--- src/hdl/dfr_pkg.sv ---
// shared types and constants for the marker / length / checksum deframer
`timescale 1ns / 1ps
`default_nettype none

package dfr_pkg;

    localparam int BUFFER_DEPTH_DEF = 128;
    localparam int MARKER_LEN       = 5;
    localparam int PAYLOAD_BASE     = 6;

    localparam logic [7:0] MARKER_SEQ [MARKER_LEN] = '{8'h73, 8'h74, 8'h61, 8'h72, 8'h74};

    typedef enum logic [2:0] {
        EV_HUNT     = 3'd0,
        EV_LENGTH   = 3'd1,
        EV_PAYLOAD  = 3'd2,
        EV_GOOD     = 3'd3,
        EV_BAD_SUM  = 3'd4,
        EV_ABORT    = 3'd5,
        EV_RELEASE  = 3'd6
    } t_event;

    typedef struct packed {
        logic       mode;
        logic [7:0] rx_byte;
    } t_item;

    typedef struct packed {
        t_event     event_res;
        logic [7:0] payload_byte;
        logic [6:0] payload_index;
        logic [7:0] frame_length;
    } t_result;

endpackage

`default_nettype wire

--- src/hdl/dfr_in_reg.sv ---
// input register stage of the deframer
`timescale 1ns / 1ps
`default_nettype none

module dfr_in_reg (
    input  wire              i_clk,
    input  wire              i_rst_n,
    input  wire              i_valid,
    output logic             o_ready,
    input  wire dfr_pkg::t_item i_item,
    output logic             o_valid,
    input  wire              i_advance,
    output dfr_pkg::t_item   o_item
);

    logic           r_valid;
    dfr_pkg::t_item r_item;

    assign o_ready = !r_valid || i_advance;
    assign o_valid = r_valid;
    assign o_item  = r_item;

    always_ff @(posedge i_clk) begin
        if (!i_rst_n) begin
            r_valid <= 1'b0;
        end else if (o_ready) begin
            r_valid <= i_valid;
        end
    end

    always_ff @(posedge i_clk) begin
        if (i_valid && o_ready) begin
            r_item <= i_item;
        end
    end

endmodule

`default_nettype wire

--- src/hdl/dfr_step.sv ---
// frame state registers and per-byte update logic
`timescale 1ns / 1ps
`default_nettype none

module dfr_step #(
    parameter int BUFFER_DEPTH = dfr_pkg::BUFFER_DEPTH_DEF
) (
    input  wire                 i_clk,
    input  wire                 i_rst_n,
    input  wire                 i_fire,
    input  wire dfr_pkg::t_item i_item,
    output dfr_pkg::t_result    o_result
);

    localparam logic [7:0] DEPTH = 8'(BUFFER_DEPTH);
    localparam logic [7:0] BASE  = 8'(dfr_pkg::PAYLOAD_BASE);
    localparam logic [7:0] MLEN  = 8'(dfr_pkg::MARKER_LEN);

    logic [7:0] r_position, n_position;
    logic [7:0] r_length,   n_length;
    logic [7:0] r_sum,      n_sum;

    logic [8:0] w_end;
    logic [9:0] w_end_next;
    logic [7:0] w_off;
    logic [7:0] w_byte;

    always_comb begin
        w_byte     = i_item.rx_byte;
        w_end      = {1'b0, r_length} + 9'(dfr_pkg::PAYLOAD_BASE);
        w_end_next = {1'b0, w_end} + 10'd1;
        w_off      = r_position - BASE;

        n_position = r_position;
        n_length   = r_length;
        n_sum      = r_sum;
        o_result.event_res     = dfr_pkg::EV_HUNT;
        o_result.payload_byte  = '0;
        o_result.payload_index = '0;

        if (i_item.mode) begin
            n_position         = '0;
            o_result.event_res = dfr_pkg::EV_RELEASE;
        end else if (r_position < MLEN) begin
            if (w_byte == dfr_pkg::MARKER_SEQ[r_position[2:0]]) begin
                n_position = r_position + 8'd1;
            end else begin
                n_position = '0;
            end
        end else if (r_position == MLEN) begin
            n_length           = w_byte;
            n_sum              = '0;
            n_position         = BASE;
            o_result.event_res = dfr_pkg::EV_LENGTH;
        end else if (({1'b0, r_position} < w_end) && (w_off < DEPTH)) begin
            n_sum                  = r_sum + w_byte;
            n_position             = r_position + 8'd1;
            o_result.event_res     = dfr_pkg::EV_PAYLOAD;
            o_result.payload_byte  = w_byte;
            o_result.payload_index = w_off[6:0];
        end else if ({1'b0, r_position} == w_end) begin
            if (w_byte == r_sum) begin
                n_position         = r_position + 8'd1;
                o_result.event_res = dfr_pkg::EV_GOOD;
            end else begin
                n_position         = '0;
                o_result.event_res = dfr_pkg::EV_BAD_SUM;
            end
        end else begin
            // byte after an accepted frame is dropped quietly; any other byte here reports an abort
            n_position = '0;
            if ({2'b00, r_position} != w_end_next) begin
                o_result.event_res = dfr_pkg::EV_ABORT;
            end
        end

        o_result.frame_length = n_length;
    end

    always_ff @(posedge i_clk) begin
        if (!i_rst_n) begin
            r_position <= '0;
            r_length   <= '0;
            r_sum      <= '0;
        end else if (i_fire) begin
            r_position <= n_position;
            r_length   <= n_length;
            r_sum      <= n_sum;
        end
    end

endmodule

`default_nettype wire

--- src/hdl/dfr_out_reg.sv ---
// result register stage of the deframer
`timescale 1ns / 1ps
`default_nettype none

module dfr_out_reg (
    input  wire                   i_clk,
    input  wire                   i_rst_n,
    input  wire                   i_valid,
    output logic                  o_free,
    input  wire dfr_pkg::t_result i_result,
    output logic                  o_valid,
    input  wire                   i_ready,
    output dfr_pkg::t_result      o_result
);

    logic             r_valid;
    dfr_pkg::t_result r_result;

    assign o_free   = !r_valid || i_ready;
    assign o_valid  = r_valid;
    assign o_result = r_result;

    always_ff @(posedge i_clk) begin
        if (!i_rst_n) begin
            r_valid <= 1'b0;
        end else if (o_free) begin
            r_valid <= i_valid;
        end
    end

    always_ff @(posedge i_clk) begin
        if (i_valid && o_free) begin
            r_result <= i_result;
        end
    end

endmodule

`default_nettype wire

--- src/hdl/marker_length_checksum_deframer.sv ---
// top level of the marker / length / checksum deframer
// path from input transfer to result transfer: input register, then result register
// throughput: one byte per cycle unless the consumer stalls; state update sits between the registers
// both stages hold while the consumer stalls; a new byte enters as soon as a stage frees up
// reset: synchronous active-low i_rst_n clears stage valids and the frame state to zero
`timescale 1ns / 1ps
`default_nettype none

module marker_length_checksum_deframer #(
    parameter int BUFFER_DEPTH = dfr_pkg::BUFFER_DEPTH_DEF
) (
    input  wire        i_clk,
    input  wire        i_rst_n,
    input  wire        i_valid,
    output logic       o_ready,
    input  wire        i_mode,
    input  wire  [7:0] i_rx_byte,
    output logic       o_valid,
    input  wire        i_ready,
    output logic [2:0] o_event_res,
    output logic [7:0] o_payload_byte,
    output logic [6:0] o_payload_index,
    output logic [7:0] o_frame_length
);

    dfr_pkg::t_item   w_in_item;
    dfr_pkg::t_item   w_stage_item;
    dfr_pkg::t_result w_step_result;
    dfr_pkg::t_result w_out_result;
    logic             w_stage_valid;
    logic             w_out_free;
    logic             w_fire;

    assign w_in_item.mode    = i_mode;
    assign w_in_item.rx_byte = i_rx_byte;
    assign w_fire            = w_stage_valid && w_out_free;

    dfr_in_reg u_in_reg (
        .i_clk     (i_clk),
        .i_rst_n   (i_rst_n),
        .i_valid   (i_valid),
        .o_ready   (o_ready),
        .i_item    (w_in_item),
        .o_valid   (w_stage_valid),
        .i_advance (w_fire),
        .o_item    (w_stage_item)
    );

    dfr_step #(
        .BUFFER_DEPTH (BUFFER_DEPTH)
    ) u_step (
        .i_clk    (i_clk),
        .i_rst_n  (i_rst_n),
        .i_fire   (w_fire),
        .i_item   (w_stage_item),
        .o_result (w_step_result)
    );

    dfr_out_reg u_out_reg (
        .i_clk    (i_clk),
        .i_rst_n  (i_rst_n),
        .i_valid  (w_stage_valid),
        .o_free   (w_out_free),
        .i_result (w_step_result),
        .o_valid  (o_valid),
        .i_ready  (i_ready),
        .o_result (w_out_result)
    );

    assign o_event_res     = w_out_result.event_res;
    assign o_payload_byte  = w_out_result.payload_byte;
    assign o_payload_index = w_out_result.payload_index;
    assign o_frame_length  = w_out_result.frame_length;

endmodule

`default_nettype wire

--- config.mk ---
export PLATFORM = sky130hd
export DESIGN_NAME = marker_length_checksum_deframer
export DESIGN_NICKNAME = d
export VERILOG_FILES = /design/src/hdl/dfr_pkg.sv /design/src/hdl/dfr_in_reg.sv /design/src/hdl/dfr_step.sv /design/src/hdl/dfr_out_reg.sv /design/src/hdl/marker_length_checksum_deframer.sv
export SDC_FILE = /design/constraint.sdc
export NUM_CORES = 1
export LEC_CHECK = 0
export BUFFER_PORTS_ARGS = -buffer_cell sky130_fd_sc_hd__buf_2
export CELL_PAD_IN_SITES_DETAIL_PLACEMENT = 2
export CELL_PAD_IN_SITES_GLOBAL_PLACEMENT = 2
export CORE_AREA = 2 2 97 137
export DETAILED_ROUTE_END_ITERATION = 6
export DIE_AREA = 0 0 99 139
export PLACE_DENSITY_LB_ADDON = 0.1
export SYNTH_ARGS = -nofsm -noshare
export SYNTH_HDL_FRONTEND = slang
export SYNTH_SLANG_ARGS = --single-unit
--- constraint.sdc ---
create_clock -name i_clk -period 4.4 [get_ports i_clk]
set_input_delay 0.66 -clock i_clk [delete_from_list [all_inputs] [get_ports i_clk]]
set_output_delay 0.66 -clock i_clk [all_outputs]
set_load 0.01 [all_outputs]
Yosys cells after proc, flatten, opt, wreduce, memory -nomap -nowiden
Memories as Yosys holds them, arrays and structs flattened.
Index checks and enable logic that the tools add are counted.
{ "word_totals": {"output_inout_bits": 28, "romBits": 64, "reg_bits": 61, "input_bits": 13, "memories": 1} }
{ "memory_table": {"columns": ["name", "words", "width", "read_ports", "rd_clocked_by_memory_dff", "write_ports", "line_no", "rtl"], "rows": [
  ["(no name shown)", 8, 8, 1, 0, 0, "dfr_step.sv:45", "if (w_byte == dfr_pkg::MARKER_SEQ[r_position[2:0]]) begin"]
]} }
{ "op_classes": {"bitwise_logic": 4, "eq_ne": 5, "n_lt_le_gt_ge": 4, "n_addsub": 5, "reduce_logical": 11, "muxes": 22} }
{ "ops": {"columns": ["operator", "count"], "rows": [
  ["8-bit 2-to-1 mux", 14],
  ["15-bit 2-to-1 mux", 2],
  ["18-bit 2-to-1 mux", 1],
  ["8-bit == test", 2],
  ["3-bit 2-to-1 mux", 5],
  ["9-bit by 1-bit adder with 10-bit output, second input constant", 1],
  ["8-bit by 10-bit != test with 1-bit output", 1],
  ["8-bit by 3-bit adder with 9-bit output, second input constant", 1],
  ["8-bit by 9-bit == test with 1-bit output", 1],
  ["8-bit by 9-bit less-than comparator with 1-bit output", 1],
  ["8-bit by 1-bit adder with 8-bit output, second input constant", 1],
  ["8-bit adder", 1],
  ["8-bit by 3-bit == test with 1-bit output, second input constant", 1],
  ["8-bit by 3-bit less-than comparator with 1-bit output, second input constant", 1],
  ["8-bit less-than comparator, second input constant", 1],
  ["8-bit by 3-bit subtractor with 8-bit output, second input constant", 1],
  ["4-bit greater-or-equal comparator, second input constant", 1],
  ["3-bit NOT with 4-bit output", 1],
  ["4-bit AND reduction", 1],
  ["4-bit OR reduction", 1],
  ["1-bit logical AND", 3],
  ["1-bit NOT", 3],
  ["1-bit zero test", 2],
  ["1-bit logical OR", 2],
  ["2 further kinds", 2]
]} }

Logic depth before layout (Yosys ltp)
{ "depth": {"depth_word": 8, "mapped_depth": 14} }

Modules after synthesis
A second synthesis with hierarchy kept.
{ "unflattened": {"cells_unflattened": 382, "hier_area_um2": 3774.9} }
{ "by_module_without_submodules": {"columns": ["mod", "area_per_inst_um2", "cells_each", "instances", "seq_area_each_um2"], "rows": [
  ["dfr_step", 2602.5, 336, 1, 480.5],
  ["dfr_out_reg", 838.3, 31, 1, 800.8],
  ["dfr_in_reg", 327.8, 14, 1, 290.3],
  ["marker_length_checksum_deframer", 6.3, 1, 1, 0.0]
]} }

Worst setup path after synthesis
OpenSTA, ideal clock, no wires.
{ "synth_timing": {"path_type": "reg2reg", "startpoint": "register u_step.r_length[1]", "endpoint": "register u_step.r_sum[1]", "n_path_buf": 1, "synth_period_minus_slack_ns": 3.140, "setup_ns": 0.070, "t_arrival_ns": 3.070, "path_stages_with_launch": 15, "path_slack_ns": 1.260, "path_cell_list": "dfxtp_1 > inv_1 > ha_1 > nand3b_1 > xnor2_1 > inv_1 > ha_1 > a22oi_1 > o211ai_1 > o221a_2 > a21o_1 > a211o_1 > buf_6 > or3_1 > a21boi_1"} }
{ "synth_between": {"elab_chain_len": 5} }
{ "synth_lines": {"columns": ["item", "line_no", "rtl"], "rows": [
  ["start, declared", "dfr_step.sv:20", "logic [7:0] r_length, n_length;"],
  ["start signal, assigned", "dfr_step.sv:87", "r_length <= n_length;"],
  ["8-bit by 3-bit adder with 9-bit output", "dfr_step.sv:30", "w_end = {1'b0, r_length} + 9'(dfr_pkg::PAYLOAD_BASE);"],
  ["8-bit by 9-bit less-than comparator with 1-bit output", "dfr_step.sv:55", "end else if (({1'b0, r_position} < w_end) && (w_off < DEPTH)) begin"],
  ["1-bit logical AND", "dfr_step.sv:55", null],
  ["2-bit nonzero test (no source line)", null, null],
  ["4-bit AND reduction (no source line)", null, null],
  ["end signal, assigned", "dfr_step.sv:88", "r_sum <= n_sum;"],
  ["end, declared", "dfr_step.sv:21", "logic [7:0] r_sum, n_sum;"]
]} }
No other way between the ends.
A chain may end at the register's enable or synchronous reset.

Worst setup path in the final report
{ "layout_timing": {"startpoint": "register u_step.r_length[1]", "endpoint": "register u_step.r_sum[0]"} }
Same word-level chain as after synthesis.

==> impl_metrics.yaml <==
timing:
  finalCritPeriodShare: 0.880
  relSlewSlack: 0.380
  worst_pin_slew_ns: 0.925
  setup_tns_ns: 0
  hold_viol_final: 0
  fmax_ghz: 0.258
  grt_setup_unrepaired: "false"
  drv_slew: 0
  min_period_ns: 3.87
  setup_viol: 0
  skew_ns: 0.00994
clock_tree:
  clk_pin_slew_worst_paths_ns: 0.05
  cts_setup_buffers: 0
  cts-htree-levels: 3
  cts_hold_buf: 0
  clock_path_buffers: 2
  post_cts_resized: 0
  clock_sinks: 61
  clk-insertion-delay-late_ns: 0.34
  cts_tree: "yes"
  clockRootBuffer: "clkbuf_16"
  cts_made_buffers: 9
routing:
  drt_wl_total_um: 11300
  drc_errors: 0
  num_vias: 3037
  viasPerCell: 5.27
  wl_per_cell_um: 19.7
  drt_first_iter_violations: 78
  drtPass1Iterations: 4
  ant_nets: 0
worst_setup_path:
  max_stage_delay_ns: 0.71
  arrival_ns: 4.13
  crit_fanout: 13
  cp-start-kind: "register"
  crit_type: "reg2reg"
  slowest_stage: "a211oi_1"
  crit_required_ns: 4.66
  cp-startpoint: "u_step.r_length[1]"
  crit_buf_inv: 2
  crit_chain: "inv_1 > ha_1 > nand3b_1 > xnor2_1 > inv_1 > ha_1 > a22oi_1 > o211ai_1 > o221a_2 > a21o_1 > a211oi_1 > nand3_1 > a21boi_0"
  critPathTopFamily: "compound AO/OA/AOI/OAI gates"
  r2r-start: "u_step.r_length[1]"
  end_kind: "register"
synth:
  syn_nets: 418
  synth-edff-count: 35
  synthArstFlopShare: 0
  ys_seq_area_frac: 0.427
  synthCells: 382
  yosys_warnings: 0
  syn_avg_cell_area_um2: 9.64
  synth_area_mm2: 0.00368
  synth-seq-cells: 61
  synth_cell_types: 57
  synth_flop_cell: "edfxtp_1"
pwr:
  p_sw_frac: 0.226
  leakagePower_nw: 1.58
  p_clk_frac: 0.523
  power_mw: 1.48
  powerDensity_mw_per_mm2: 340
  p_sw_mw: 0.334
  p_int_mw: 1.14
  p_seq_frac: 0.431
  peakVddDrop_uv: 189
  pwr-share-comb: 0.046
hold_path:
  min_from: "u_step.r_sum[2]"
  hold_path.class: "reg2reg"
grt:
  grt_usage: 0.171
  grt_start_max_net_pins: 39
  grt_pass1_vias: 3352
  grt_antenna_before_repair: 0
  overflow: 0
  grt_first_pass_wirelength_um: 18100
die:
  start_util: 0.293
  io_pins: 41
  die_y_um: 139
  die_area_mm2: 0.0138
  die_width_um: 99
  rows: 49
  coreArea_mm2: 0.0126
finish:
  layout.nets: 454
  areaGrowthSynthToFinish_pct: 18.0
  diodes: 0
  drive_gt1_frac: 0.175
outcome:
  status: "complete, no violations"
run:
  maxCapViolCount: 0
placement:
  hpwlAfterDp_um: 8440
  place_congestion: 0.774
  io_buffers: 40
## cell usage in the layout, fill, tap and decap left out, types with 9 or more instances in the layout
| master | count |
|---|---|
| nand2_1 | 40 |
| buf_2 | 40 |
| edfxtp_1 | 35 |
| nand3_1 | 27 |
| dfxtp_1 | 26 |
| ha_1 | 22 |
| nor2_1 | 20 |
| xnor2_1 | 17 |
| nor3_1 | 14 |
| a21boi_0 | 14 |
| inv_1 | 13 |
| and2_1 | 12 |
| xor2_1 | 11 |
| nor2b_1 | 9 |
| o21ai_0 | 9 |
| clkbuf_16 | 9 |
## state kept, by name (all words and copies together) (netlist names)
name,cells
u_out_reg.o_result,26
u_step.r_position,8
u_step.r_length,8
u_in_reg.o_valid,1
u_in_reg.o_item,9
u_step.r_sum,8
u_out_reg.o_valid,1
## final cells by class
type	instances	area (um^2)
repair buffers	45	238
flip-flops and latches	61	1570
fillers	1384	8220
multi-input cells	288	1970
clock inverters	7	100
well taps	153	191
clock buffers	9	225
inverters	13	48.8
## through the flow
| stage | hold slack (ns) | setup WS (ns) | util | instances | instance area, um^2 |
|---|---|---|---|---|---|
| 6_report | 0.481 | 0.529 | 0.346 | 576 | 4350 |
| 5_1_grt | 0.483 | 0.170 | 0.346 | 576 | 4350 |
| 4_1_cts | 0.482 | 0.480 | 0.346 | 576 | 4350 |
| 3_5_place_dp | 0.480 | 0.519 | 0.320 | 560 | 4020 |
| 3_3_place_gp | 0.467 | 0.680 | 0.320 | 560 | 4020 |
| 2_1_floorplan | 0.445 | 1.26 | - | 382 | 3680 |
## metal layers
layer	track usage	routed length (um)	up-vias
met2	0.318	6280	25
met1	0.193	4700	1539
met4	0.0591	197	0
met3	0.0292	163	13
li1	-	-	1460
met5	0	0	-
## kinds of logic (layout without fill, tap and decap cells)
kind of cell               Yosys count  in the layout  share of synthesized area
AOI/OAI and AO/OA                   68             68                      0.132
xor gates and xnor gates            29             29                     0.0727
adders and majority gates           23             23                     0.0802
buffers and inverters               33             74                     0.0394
DFF                                 61             61                      0.427
muxes                                7              7                     0.0214
and+or+nand+nor                    161            161                      0.228
## worst min-delay path, stage by stage (launching register included)
cell,delay [ns]
dfxtp_1,0.32
nand2_1,0.05
a21boi_0,0.06
## path summary, 6_finish.rpt
kind / to / depth (start not counted) / slack, ns
max reg2reg: u_step.r_sum[0] / 13 / 0.53
min reg2reg: u_step.r_sum[2] / 2 / 0.48
max: u_step.r_sum[0] / 13 / 0.53
min: u_step.r_sum[2] / 2 / 0.48
## power by group through the flow
stage | Sequential (mW) | Clock (mW) | Combinational (mW)
2_1_floorplan | 0.648 | 0 | 0.0340
3_3_place_gp | 0.648 | 0 | 0.0682
3_5_place_dp | 0.649 | 0 | 0.0702
4_1_cts | 0.637 | 0.791 | 0.0706
5_1_grt | 0.639 | 0.813 | 0.0760
6_report | 0.637 | 0.772 | 0.0683
## cells in the mapped netlist (2+ instances only)
cell	instances	area share
a22oi_1	3	0.0061
clkbuf_1	13	0.013
o211ai_1	7	0.014
o21ai_0	9	0.012
a21boi_0	14	0.029
nand2_1	40	0.041
nor4_1	2	0.0034
dfxtp_1	26	0.14
a211oi_1	4	0.0082
ha_1	22	0.075
nand2b_1	6	0.010
nor3_1	15	0.020
o21bai_1	2	0.0041
edfxtp_1	35	0.29
or3_1	4	0.0068
buf_2	5	0.0068
nor2_1	20	0.020
nor3b_1	4	0.0082
o21a_1	2	0.0041
or2_2	2	0.0034
a21o_1	2	0.0041
and3_1	6	0.010
nand3_1	27	0.037
a31oi_1	5	0.0085
and2_1	12	0.020
nand4b_1	2	0.0048
inv_1	13	0.013
nand4_1	4	0.0068
xor2_1	11	0.026
xnor2_1	17	0.040
a21oi_1	6	0.0082
buf_6	2	0.0061
a41oi_1	2	0.0048
mux2_2	7	0.021
nor2b_1	9	0.015
Note: power is estimated with default switching activity, not from simulation.
